**src/rtl/breakpoint_comparator_manager_defines.svh**
```systemverilog
// Assertion macros shared by the breakpoint comparator manager modules
`ifndef BREAKPOINT_COMPARATOR_MANAGER_DEFINES_SVH
`define BREAKPOINT_COMPARATOR_MANAGER_DEFINES_SVH

// Same-cycle implication, sampled on clk, off while arst_n is low
`define BCM_ASSERT_IMPL(lbl, ante, cons, msg) \
	lbl: assert property (@(posedge clk) disable iff (!arst_n) (ante) |-> (cons)) \
		else $error(msg);

// Next-cycle implication, sampled on clk, off while arst_n is low
`define BCM_ASSERT_NEXT(lbl, ante, cons, msg) \
	lbl: assert property (@(posedge clk) disable iff (!arst_n) (ante) |=> (cons)) \
		else $error(msg);

`endif

```
**src/rtl/bcm_pkg.sv**
```systemverilog
// Types and constants of the breakpoint comparator manager
package bcm_pkg;

	// Operation codes
	typedef enum logic [1:0] {
		OP_ADD    = 2'd0,
		OP_REMOVE = 2'd1,
		OP_CLEAR  = 2'd2,
		OP_LIST   = 2'd3
	} op_t;

	// Result status codes
	typedef enum logic [1:0] {
		ST_OK      = 2'd0,
		ST_INVALID = 2'd1,
		ST_FULL    = 2'd2
	} bcm_status_t;

	// Configuration register indexes
	localparam logic [1:0] CFG_VERSION = 2'd0;
	localparam logic [1:0] CFG_COUNT   = 2'd1;
	localparam logic [1:0] CFG_ROM_LIM = 2'd2;

	// Configuration reset values
	localparam logic        VERSION_RST   = 1'b1;
	localparam logic [6:0]  COUNT_RST     = 7'd8;
	localparam logic [31:0] ROM_LIMIT_RST = 32'h2000_0000;

	// Comparator word fields
	localparam logic [31:0] ENC_MASK  = 32'hC000_0003;
	localparam logic [31:0] REMAP_HI  = 32'h8000_0000;
	localparam logic [31:0] REMAP_LO  = 32'h4000_0000;
	localparam logic [31:0] ENABLE_B  = 32'h0000_0001;
	localparam logic [31:0] HALF_B    = 32'h0000_0002;

	// Commands from the controller to the datapath
	typedef struct packed {
		logic        in_ready;
		logic        scan_start;
		logic        scan_adv;
		logic        eval_en;
		logic        drop_hit;
		logic        write_slot;
		logic        clear_all;
		logic        emit_list;
		logic        emit_last;
		logic        load_resp;
		bcm_status_t resp_status;
	} ctl_cmd_t;

	// Status from the datapath to the controller
	typedef struct packed {
		logic in_valid;
		op_t  op;
		logic addr_bad;
		logic eval_ok;
		logic at_end;
		logic hit;
		logic found_any;
		logic out_free;
	} dp_stat_t;

endpackage

```
**src/rtl/bcm_if.sv**
```systemverilog
// Channel interfaces: request, result and configuration write

interface bcm_req_if;
	logic        valid;
	logic        ready;
	logic [1:0]  operation;
	logic [31:0] address;

	modport source (output valid, operation, address, input ready);
	modport sink   (input valid, operation, address, output ready);
endinterface

interface bcm_rsp_if;
	logic        valid;
	logic        ready;
	logic [1:0]  status;
	logic [6:0]  entry_index;
	logic        entry_present;
	logic        decode_error;
	logic [31:0] listed_address;
	logic        last;

	modport source (output valid, status, entry_index, entry_present, decode_error,
		listed_address, last, input ready);
	modport sink   (input valid, status, entry_index, entry_present, decode_error,
		listed_address, last, output ready);
endinterface

interface bcm_cfg_if;
	logic        valid;
	logic        ready;
	logic [1:0]  index;
	logic [31:0] data;

	modport source (output valid, index, data, input ready);
	modport sink   (input valid, index, data, output ready);
endinterface

```
**src/rtl/breakpoint_comparator_manager.sv**
```systemverilog
// Top level of the breakpoint comparator manager
//
// Channels: req takes one operation (add, remove, clear, list) with an address;
// rsp returns results; cfg writes the encoding version, comparator_count and rom_limit
// (index 0, 1, 2) and is always ready. Each transfer happens when valid and
// ready are both high at a rising clock edge.
// With n = min(comparator_count, NUM_COMPARATORS): clear and a rejected address go
// from the check straight to the result; add and remove scan the table one entry
// per cycle, and an add that finds no match writes the first free entry, if any,
// before its result. List gives its n results at one per cycle while the result
// register is free. The table is read one entry at a time through its registered
// read; one operation is worked at a time, and req is ready again the cycle after
// the final result is loaded into the output register.
// Reset clears all table entries at once through per-entry valid bits and
// restores the configuration defaults.
// A stalled rsp holds the result register; a list scan waits until the
// register is free, and the next request is still taken while the final
// result waits.
module breakpoint_comparator_manager #(
	parameter int unsigned NUM_COMPARATORS = 8
) (
	input  logic      clk,
	input  logic      arst_n,
	bcm_cfg_if.sink   cfg,
	bcm_req_if.sink   req,
	bcm_rsp_if.source rsp
);
	import bcm_pkg::*;

	ctl_cmd_t cmd;
	dp_stat_t stat;

	// Sequencer
	bcm_ctrl u_ctrl (
		.clk    (clk),
		.arst_n (arst_n),
		.stat   (stat),
		.cmd    (cmd)
	);

	// Table, compare and result path
	bcm_datapath #(
		.NUM_COMPARATORS (NUM_COMPARATORS)
	) u_datapath (
		.clk    (clk),
		.arst_n (arst_n),
		.cfg    (cfg),
		.req    (req),
		.rsp    (rsp),
		.cmd    (cmd),
		.stat   (stat)
	);

endmodule

```
**src/rtl/bcm_datapath.sv**
```systemverilog
// Datapath: config registers, comparator table, scan stage and result register
`include "breakpoint_comparator_manager_defines.svh"

module bcm_datapath #(
	parameter int unsigned NUM_COMPARATORS = 8
) (
	input  logic              clk,
	input  logic              arst_n,
	bcm_cfg_if.sink           cfg,
	bcm_req_if.sink           req,
	bcm_rsp_if.source         rsp,
	input  bcm_pkg::ctl_cmd_t cmd,
	output bcm_pkg::dp_stat_t stat
);
	import bcm_pkg::*;

	localparam int unsigned IDX_W = (NUM_COMPARATORS > 1) ? $clog2(NUM_COMPARATORS) : 1;
	localparam int unsigned CNT_W = $clog2(NUM_COMPARATORS + 1);

	logic        version_q;
	logic [6:0]  count_q;
	logic [31:0] rom_limit_q;
	logic [CNT_W-1:0] n_act;

	op_t         op_q;
	logic [31:0] addr_q;
	logic [31:0] enc;
	logic        addr_bad;

	logic [CNT_W-1:0] scan_q;
	logic [31:0] mem [NUM_COMPARATORS];
	logic [NUM_COMPARATORS-1:0] valid_q;
	logic [31:0] rd_word_s1;
	logic        rd_vld_s1;
	logic [IDX_W-1:0] rd_idx_s1;
	logic        found_q;
	logic [IDX_W-1:0] slot_q;

	logic [31:0] word;
	logic [31:0] dec;
	logic        dec_ok;
	logic        present;
	logic        derr;
	logic        free;

	logic        rsp_valid_q;
	bcm_status_t status_q;
	logic [6:0]  index_q;
	logic        present_q;
	logic        derr_q;
	logic [31:0] listed_q;
	logic        last_q;
	logic        out_free;

	// Configuration writes, always taken
	assign cfg.ready = 1'b1;
	always_ff @(posedge clk or negedge arst_n) begin
		if (!arst_n) begin
			version_q   <= VERSION_RST;
			count_q     <= COUNT_RST;
			rom_limit_q <= ROM_LIMIT_RST;
		end else if (cfg.valid) begin
			unique case (cfg.index)
				CFG_VERSION: version_q   <= cfg.data[0];
				CFG_COUNT:   count_q     <= cfg.data[6:0];
				CFG_ROM_LIM: rom_limit_q <= cfg.data;
				default: ;
			endcase
		end
	end

	// Comparators in use
	always_comb begin
		if (count_q >= 7'(NUM_COMPARATORS)) begin
			n_act = CNT_W'(NUM_COMPARATORS);
		end else begin
			n_act = count_q[CNT_W-1:0];
		end
	end

	// Request capture
	assign req.ready = cmd.in_ready;
	always_ff @(posedge clk) begin
		if (req.valid && cmd.in_ready) begin
			op_q   <= op_t'(req.operation);
			addr_q <= req.address;
		end
	end

	// Address check and comparator encoding
	assign addr_bad = addr_q[0] | (~version_q & (addr_q >= rom_limit_q));
	always_comb begin
		if (version_q) begin
			enc = addr_q | ENABLE_B;
		end else begin
			enc = (addr_q & ~ENC_MASK) | (addr_q[1] ? REMAP_HI : REMAP_LO) | ENABLE_B;
		end
	end

	// Scan counter: next entry to read
	always_ff @(posedge clk or negedge arst_n) begin
		if (!arst_n) begin
			scan_q <= '0;
		end else if (cmd.scan_start) begin
			scan_q <= '0;
		end else if (cmd.scan_adv) begin
			scan_q <= scan_q + 1'b1;
		end
	end

	// Table storage with registered read
	always_ff @(posedge clk) begin
		if (cmd.write_slot) begin
			mem[slot_q] <= enc;
		end
		if (cmd.scan_adv) begin
			rd_word_s1 <= mem[scan_q[IDX_W-1:0]];
			rd_vld_s1  <= valid_q[scan_q[IDX_W-1:0]];
			rd_idx_s1  <= scan_q[IDX_W-1:0];
		end
	end

	// Entry valid bits; an entry that is not valid reads as zero
	always_ff @(posedge clk or negedge arst_n) begin
		if (!arst_n) begin
			valid_q <= '0;
		end else begin
			if (cmd.clear_all) begin
				for (int i = 0; i < NUM_COMPARATORS; i++) begin
					if (CNT_W'(i) < n_act) begin
						valid_q[i] <= 1'b0;
					end
				end
			end
			if (cmd.write_slot) begin
				valid_q[slot_q] <= 1'b1;
			end
			if (cmd.drop_hit) begin
				valid_q[rd_idx_s1] <= 1'b0;
			end
		end
	end

	// Compare stage on the entry just read
	assign word = rd_vld_s1 ? rd_word_s1 : '0;
	assign free = ~word[0];

	// First free entry seen during an add
	always_ff @(posedge clk or negedge arst_n) begin
		if (!arst_n) begin
			found_q <= 1'b0;
		end else if (cmd.scan_start) begin
			found_q <= 1'b0;
		end else if (cmd.eval_en && free) begin
			found_q <= 1'b1;
		end
	end

	always_ff @(posedge clk) begin
		if (cmd.eval_en && free && !found_q) begin
			slot_q <= rd_idx_s1;
		end
	end

	// Entry decode for list
	always_comb begin
		dec    = '0;
		dec_ok = 1'b0;
		if (!version_q) begin
			case (word[31:30])
				2'b01: begin
					dec    = word & ~ENC_MASK;
					dec_ok = 1'b1;
				end
				2'b10: begin
					dec    = (word & ~ENC_MASK) | HALF_B;
					dec_ok = 1'b1;
				end
				default: ;
			endcase
		end else if (word[0]) begin
			dec    = word & ~ENABLE_B;
			dec_ok = 1'b1;
		end
	end
	assign present = (word != '0) & dec_ok & (dec != '0);
	assign derr    = (word != '0) & ~dec_ok;

	// Result register
	assign out_free = ~rsp_valid_q | rsp.ready;
	always_ff @(posedge clk or negedge arst_n) begin
		if (!arst_n) begin
			rsp_valid_q <= 1'b0;
		end else if (cmd.emit_list || cmd.load_resp) begin
			rsp_valid_q <= 1'b1;
		end else if (rsp.ready) begin
			rsp_valid_q <= 1'b0;
		end
	end

	always_ff @(posedge clk) begin
		if (cmd.emit_list) begin
			status_q  <= ST_OK;
			index_q   <= 7'(rd_idx_s1);
			present_q <= present;
			derr_q    <= derr;
			listed_q  <= present ? dec : '0;
			last_q    <= cmd.emit_last;
		end else if (cmd.load_resp) begin
			status_q  <= cmd.resp_status;
			index_q   <= '0;
			present_q <= 1'b0;
			derr_q    <= 1'b0;
			listed_q  <= '0;
			last_q    <= 1'b1;
		end
	end

	assign rsp.valid          = rsp_valid_q;
	assign rsp.status         = status_q;
	assign rsp.entry_index    = index_q;
	assign rsp.entry_present  = present_q;
	assign rsp.decode_error   = derr_q;
	assign rsp.listed_address = listed_q;
	assign rsp.last           = last_q;

	// Status to the controller
	always_comb begin
		stat.in_valid  = req.valid;
		stat.op        = op_q;
		stat.addr_bad  = addr_bad;
		stat.eval_ok   = (scan_q != '0);
		stat.at_end    = (scan_q == n_act);
		stat.hit       = (word == enc);
		stat.found_any = found_q | ((scan_q != '0) & free);
		stat.out_free  = out_free;
	end

	`BCM_ASSERT_IMPL(a_load_when_free, cmd.emit_list || cmd.load_resp, !rsp_valid_q || rsp.ready, "result register overwritten before transfer")
	`BCM_ASSERT_IMPL(a_write_has_slot, cmd.write_slot, found_q, "table write without a free entry")
	`BCM_ASSERT_IMPL(a_read_in_range, cmd.scan_adv, scan_q < n_act, "table read past comparators in use")

endmodule

```
**src/rtl/bcm_ctrl.sv**
```systemverilog
// Controller: sequences check, table scan, write-back and result hand-off
`include "breakpoint_comparator_manager_defines.svh"

module bcm_ctrl (
	input  logic              clk,
	input  logic              arst_n,
	input  bcm_pkg::dp_stat_t stat,
	output bcm_pkg::ctl_cmd_t cmd
);
	import bcm_pkg::*;

	typedef enum logic [2:0] {
		S_IDLE,
		S_CHECK,
		S_SCAN,
		S_WRITE,
		S_RESP
	} state_t;

	state_t      state_q;
	state_t      state_d;
	bcm_status_t resp_q;
	bcm_status_t resp_d;
	logic        eval_hit;

	assign eval_hit = stat.eval_ok & stat.hit;

	// Commands and next state
	always_comb begin
		cmd             = '0;
		cmd.resp_status = resp_q;
		state_d         = state_q;
		resp_d          = resp_q;
		unique case (state_q)
			S_IDLE: begin
				cmd.in_ready = 1'b1;
				if (stat.in_valid) begin
					state_d = S_CHECK;
				end
			end
			S_CHECK: begin
				cmd.scan_start = 1'b1;
				case (stat.op) inside
					OP_ADD, OP_REMOVE: begin
						if (stat.addr_bad) begin
							resp_d  = ST_INVALID;
							state_d = S_RESP;
						end else begin
							state_d = S_SCAN;
						end
					end
					OP_CLEAR: begin
						cmd.clear_all = 1'b1;
						resp_d        = ST_OK;
						state_d       = S_RESP;
					end
					default: state_d = S_SCAN;
				endcase
			end
			S_SCAN: begin
				case (stat.op)
					OP_LIST: begin
						// hold the read stage while the result register is full
						if (!stat.eval_ok || stat.out_free) begin
							cmd.emit_list = stat.eval_ok;
							cmd.emit_last = stat.at_end;
							if (stat.at_end) begin
								state_d = S_IDLE;
							end else begin
								cmd.scan_adv = 1'b1;
							end
						end
					end
					OP_ADD: begin
						if (eval_hit) begin
							resp_d  = ST_OK;
							state_d = S_RESP;
						end else begin
							cmd.eval_en = stat.eval_ok;
							if (stat.at_end) begin
								if (stat.found_any) begin
									state_d = S_WRITE;
								end else begin
									resp_d  = ST_FULL;
									state_d = S_RESP;
								end
							end else begin
								cmd.scan_adv = 1'b1;
							end
						end
					end
					OP_REMOVE: begin
						if (eval_hit) begin
							cmd.drop_hit = 1'b1;
							resp_d       = ST_OK;
							state_d      = S_RESP;
						end else if (stat.at_end) begin
							resp_d  = ST_INVALID;
							state_d = S_RESP;
						end else begin
							cmd.scan_adv = 1'b1;
						end
					end
					default: state_d = S_IDLE;
				endcase
			end
			S_WRITE: begin
				cmd.write_slot = 1'b1;
				resp_d         = ST_OK;
				state_d        = S_RESP;
			end
			S_RESP: begin
				if (stat.out_free) begin
					cmd.load_resp = 1'b1;
					state_d       = S_IDLE;
				end
			end
			default: state_d = S_IDLE;
		endcase
	end

	// State and registered response code
	always_ff @(posedge clk or negedge arst_n) begin
		if (!arst_n) begin
			state_q <= S_IDLE;
			resp_q  <= ST_OK;
		end else begin
			state_q <= state_d;
			resp_q  <= resp_d;
		end
	end

	`BCM_ASSERT_NEXT(a_write_then_ok, state_q == S_WRITE, state_q == S_RESP && resp_q == ST_OK, "write-back not followed by ok result")
	`BCM_ASSERT_NEXT(a_full_reported, state_q == S_SCAN && stat.op == OP_ADD && stat.at_end && !stat.found_any && !eval_hit, state_q == S_RESP && resp_q == ST_FULL, "full table not reported")
	`BCM_ASSERT_NEXT(a_bad_addr_rejected, state_q == S_CHECK && stat.addr_bad && (stat.op == OP_ADD || stat.op == OP_REMOVE), state_q == S_RESP && resp_q == ST_INVALID, "bad address not rejected")

endmodule

```
**src/flat_wrapper.sv**
```systemverilog
// flat-port wrapper written by rule: the top's interface ports become plain ports
module breakpoint_comparator_manager_flat import bcm_pkg::*;
#(
	parameter int unsigned NUM_COMPARATORS = 8
)
  (clk, arst_n, cfg_valid, cfg_index, cfg_data, cfg_ready, req_valid, req_operation, req_address, req_ready, rsp_valid, rsp_status, rsp_entry_index, rsp_entry_present, rsp_decode_error, rsp_listed_address, rsp_last, rsp_ready);
  bcm_cfg_if cfg_i ();
  bcm_req_if req_i ();
  bcm_rsp_if rsp_i ();
  input  logic clk;
  input  logic arst_n;
  input wire logic [$bits(cfg_i.valid)-1:0] cfg_valid;
  input wire logic [$bits(cfg_i.index)-1:0] cfg_index;
  input wire logic [$bits(cfg_i.data)-1:0] cfg_data;
  output wire logic [$bits(cfg_i.ready)-1:0] cfg_ready;
  input wire logic [$bits(req_i.valid)-1:0] req_valid;
  input wire logic [$bits(req_i.operation)-1:0] req_operation;
  input wire logic [$bits(req_i.address)-1:0] req_address;
  output wire logic [$bits(req_i.ready)-1:0] req_ready;
  output wire logic [$bits(rsp_i.valid)-1:0] rsp_valid;
  output wire logic [$bits(rsp_i.status)-1:0] rsp_status;
  output wire logic [$bits(rsp_i.entry_index)-1:0] rsp_entry_index;
  output wire logic [$bits(rsp_i.entry_present)-1:0] rsp_entry_present;
  output wire logic [$bits(rsp_i.decode_error)-1:0] rsp_decode_error;
  output wire logic [$bits(rsp_i.listed_address)-1:0] rsp_listed_address;
  output wire logic [$bits(rsp_i.last)-1:0] rsp_last;
  input wire logic [$bits(rsp_i.ready)-1:0] rsp_ready;
  assign cfg_i.valid = cfg_valid;
  assign cfg_i.index = cfg_index;
  assign cfg_i.data = cfg_data;
  assign cfg_ready = cfg_i.ready;
  assign req_i.valid = req_valid;
  assign req_i.operation = req_operation;
  assign req_i.address = req_address;
  assign req_ready = req_i.ready;
  assign rsp_valid = rsp_i.valid;
  assign rsp_status = rsp_i.status;
  assign rsp_entry_index = rsp_i.entry_index;
  assign rsp_entry_present = rsp_i.entry_present;
  assign rsp_decode_error = rsp_i.decode_error;
  assign rsp_listed_address = rsp_i.listed_address;
  assign rsp_last = rsp_i.last;
  assign rsp_i.ready = rsp_ready;
  breakpoint_comparator_manager #(.NUM_COMPARATORS(NUM_COMPARATORS)) u_core (.clk(clk), .arst_n(arst_n), .cfg(cfg_i), .req(req_i), .rsp(rsp_i));
endmodule
```
**config.mk**
```make
export PLATFORM = sky130hd
export DESIGN_NAME = breakpoint_comparator_manager_flat
export DESIGN_NICKNAME = d
export VERILOG_FILES = /design/src/rtl/bcm_pkg.sv /design/src/rtl/bcm_if.sv /design/src/rtl/breakpoint_comparator_manager.sv /design/src/rtl/bcm_datapath.sv /design/src/rtl/bcm_ctrl.sv /design/src/flat_wrapper.sv
export VERILOG_INCLUDE_DIRS = /design/src /design/src/rtl
export SDC_FILE = /design/constraint.sdc
export NUM_CORES = 1
export LEC_CHECK = 0
export ABC_AREA = 0
export ABC_CLOCK_PERIOD_IN_PS = 4800
export BUFFER_PORTS_ARGS = -buffer_cell sky130_fd_sc_hd__buf_4
export CAP_MARGIN = 20
export CORE_MARGIN = 3
export CORE_UTILIZATION = 45
export CTS_CLUSTER_SIZE = 16
export DETAILED_ROUTE_END_ITERATION = 8
export SYNTH_ARGS = -nofsm -noshare
export SYNTH_HDL_FRONTEND = slang
export SYNTH_SLANG_ARGS = --single-unit
export TNS_END_PERCENT = 5
```
**constraint.sdc**
```tcl
create_clock -name clk -period 4.8 [get_ports clk]
set_input_delay 0.96 -clock clk [delete_from_list [all_inputs] [get_ports clk]]
set_output_delay 0.96 -clock clk [all_outputs]
set_load 0.02 [all_outputs]
```
==> impl_metrics.tcl <==
set metrics [dict create \
    hold_ws_ns 0.501 \
    path_cells "inv_1 -> nor2_1 -> o32ai_1 -> nand4_1 -> nor4_1 -> o2bb2ai_1 -> nand2_1 -> inv_1 -> buf_4" \
    grt_setup_unrepaired "no" \
    drive_gt1_frac 0.262 \
    via_per_inst 5.63 \
    synth_seq_cells 418 \
    ys_seq_area_frac 0.700 \
    clock_latency_ns 0.54 \
    num_io_pins 120 \
    p_sw_frac 0.274 \
    worstPathRequired_ns 5.04 \
    fin_tns_setup_ns 0 \
    stdcell_area_um2 20400 \
    hpwl_um 27300 \
    final_util 0.537 \
    slew_headroom 0.279 \
    crit_family "simple AND/OR/NAND/NOR gates" \
    synthesis.area_um2 17500 \
    synthCells 1102 \
    async_flop_share 0.141 \
    fin_cells 1780 \
    crit_type "flip-flop to flip-flop" \
    critPathLaunchType "flip-flop" \
    antenna_found_initial 0 \
    grt_pass1_wl_um 64600 \
    syn_area_per_cell_um2 15.9 \
    arrival_ns 3.66 \
    dpl_cell_area_um2 19000 \
    dp_worst_setup_slack_ns 1.15 \
    pwr-share-seq 0.501 \
    fmax_mhz 292 \
    antenna_left 0 \
    synth_edf_count 357 \
    worst_slack_ns 1.38 \
    syn_to_final_growth_pct 16.7 \
    slew_violations 0 \
    die_w_um 203 \
    wire_per_inst_um 24.2 \
    period_share 0.713 \
    postCtsSetupBuffers 0 \
    status "completed" \
    drt_iter0_drc 882 \
    cp_max_fo 35 \
    synth.area.top_cells "edfxtp_1 61%, mux4_2 8.2%, dfrtp_1 8.0%" \
    dr.pass1.iters 5 \
    clock-sinks 418 \
    rows 71 \
    worst_pin_slew_ns 1.08 \
    gr-total-overflow 0 \
    path_buf_inv 3 \
    yosys.area.top_type_share 0.613 \
    place.port_buffers 113 \
    layout.nets 1348 \
    final_hold_viol_count 0 \
    vias 10000 \
    num_antenna_cells 0 \
    internal_power_mw 7.15 \
    synth_ff_type "edfxtp_1" \
    power_mw 9.85 \
    yosysTopAreaCell "edfxtp_1" \
    die_h_um 203 \
    power.density_nw_per_um2 482 \
    setup_viol 0 \
    max_stage_delay_ns 0.70 \
    hold_path_class "flip-flop to flip-flop" \
    p_leak_nw 7.44 \
    grt_pass1_vias 10200 \
    power_frac_comb 0.163 \
    grt_usage 0.210 \
    seq_area_um2 12200 \
    clock_path_buffers 3 \
    fin_crit_ns 3.42 \
    drc 0 \
    gp_congestion 0.901 \
    floorplan.initialDensity 0.460 \
    dieArea_um2 41300 \
    fillers 3167 \
    path_common_cell "inv_1" \
    cts_buffers 44 \
    cts_tree "built" \
    switching_power_mw 2.70 \
    yosysUniqueCellTypes 72 \
    htree_num_levels 2 \
    endpoint_kind "flip-flop" \
    multi_input_area_um2 4910 \
    clock_skew_ns 0.0174 \
    ys.warnings.count 0 \
    ctsResizeCount 0 \
    placed_cells 1700 \
    max-cap-violations 0 \
    coreArea_um2 38000 \
    clk_pin_slew_ns 0.06 \
    slowest_stage "edfxtp_1" \
    clock_power_share 0.336 \
    ir_drop_mv 0.306 \
    holdBufCountCts 0 \
    root_buffer "clkbuf_16" \
    routed_wirelength_um 43200 \
    grt_max_degree 67 \
]
## layer usage
layer | track usage | vias to the layer above | part of all wire
met5 | 0 | - | 0
met4 | 0.0644 | 0 | 0.030
met3 | 0.0342 | 88 | 0.059
met2 | 0.350 | 370 | 0.49
met1 | 0.288 | 5087 | 0.42
li1 | - | 4471 | -
## Yosys cell counts (2+ instances only)
master and count:
xnor2_1 14, buf_4 6, conb_1 2, o32ai_1 2, mux2i_1 8, edfxtp_1 357, mux4_2 64, and2_1 3
or3_1 2, nor2_1 40, dfrtp_1 56, o21a_1 3, o221ai_1 3, nor3b_1 4, a31oi_1 11, o21ai_0 21
buf_1 10, nand4_1 15, nand3b_1 5, a221oi_1 2, or2b_2 4, dfstp_2 3, a21o_1 2, o22ai_2 2
mux2_1 2, nor2b_1 4, a41oi_1 2, clkbuf_1 29, nor3_1 14, nand3_1 16, nand2b_1 18, nand2_1 134
nor4_1 12, ha_1 38, mux2_2 40, clkbuf_8 2, inv_1 51, nor4bb_1 3, dfxtp_1 2, a21oi_1 29
and2b_2 2, a211oi_1 3, or4_1 2, and3_2 2, and3_1 31
## final cells by class
type,count,share of cell area
flip-flops and latches,418,0.600
multi-input cells,588,0.240
clock buffers,60,0.0604
repair buffers,133,0.0501
well taps,511,0.0313
inverters,52,0.00956
clock inverters,18,0.00858
## state kept, by name, summed over array words and instances, names as in the netlist, 2 cells and up
register	flops
u_core.u_datapath.scan_q	4
u_core.u_datapath.addr_q	32
u_core.u_datapath.op_q	2
u_core.u_datapath.count_q	7
u_core.u_datapath.slot_q	3
u_core.u_datapath.rd_idx_s1	3
u_core.u_datapath.rsp.entry_index	3
u_core.u_ctrl.state_q	3
u_core.u_datapath.rom_limit_q	32
u_core.u_datapath.rd_word_s1	31
u_core.u_datapath.mem	248
u_core.u_ctrl.resp_q	2
u_core.u_datapath.rsp.status	2
u_core.u_datapath.valid_q	8
u_core.u_datapath.rsp.listed_address	31
## placed cells by master, fill, tap and decap left out, types with 4 or more instances in the layout
cell type and count:
nor2_4 6, nand3_1 16, o21ai_0 21, mux4_2 64
nor3_1 12, clkinv_1 7, mux2i_1 8, nand3b_1 5
nor3b_1 4, ha_1 38, clkinv_2 6, mux2_2 40
buf_4 131, xnor2_1 14, inv_1 51, nor2_1 34
clkbuf_16 46, nor2b_1 4, a21oi_1 29, edfxtp_1 357
nand2_1 133, dfrtp_1 54, nand4_1 15, or2b_2 4
clkbuf_1 11, nor4_1 12, conb_1 6, and3_1 31
a31oi_1 10, nand2b_1 18
## kinds of logic after synthesis
group | Yosys count | synth area share
and+or+nand+nor | 320 | 0.0919
buffers and inverters | 100 | 0.0243
xor gates and xnor gates | 15 | 0.00751
AOI/OAI and AO/OA | 95 | 0.0349
DFF | 418 | 0.700
other | 2 | 0.000429
muxes | 114 | 0.114
adders and majority gates | 38 | 0.0272
## power groups by stage
stage,clock network [mW],registers (mW),logic [mW]
5_1_grt,3.54,4.99,1.77
6_report,3.31,4.94,1.61
3_5_place_dp,0,5.01,1.60
4_1_cts,3.38,4.94,1.61
3_3_place_gp,0,5.00,1.59
2_1_floorplan,0,4.81,1.10
## path summary, 6_finish.rpt
| check | start | endpoint | slack [ns] | cells past startpoint |
|---|---|---|---|---|
| worst max-delay path | u_core.u_datapath.rd_vld_s1$_DFFE_PP_ | u_core.u_datapath.rd_word_s1[6]$_DFFE_PP_ | 1.38 | 9 |
| worst min-delay path | u_core.u_datapath.count_q[6]$_DFFE_PN0P_ | u_core.u_datapath.count_q[6]$_DFFE_PN0P_ | 0.50 | 1 |
| worst max register to register | u_core.u_datapath.rd_vld_s1$_DFFE_PP_ | u_core.u_datapath.rd_word_s1[6]$_DFFE_PP_ | 1.38 | 9 |
| worst min register to register | u_core.u_datapath.count_q[6]$_DFFE_PN0P_ | u_core.u_datapath.count_q[6]$_DFFE_PN0P_ | 0.50 | 1 |
| max in group asynchronous | arst_n | u_core.u_datapath.scan_q[0]$_DFFE_PN0P_ | 3.62 | 1 |
| min in group asynchronous | arst_n | u_core.u_datapath.count_q[5]$_DFFE_PN0P_ | 0.53 | 1 |
(Power assumes the default switching activity.)
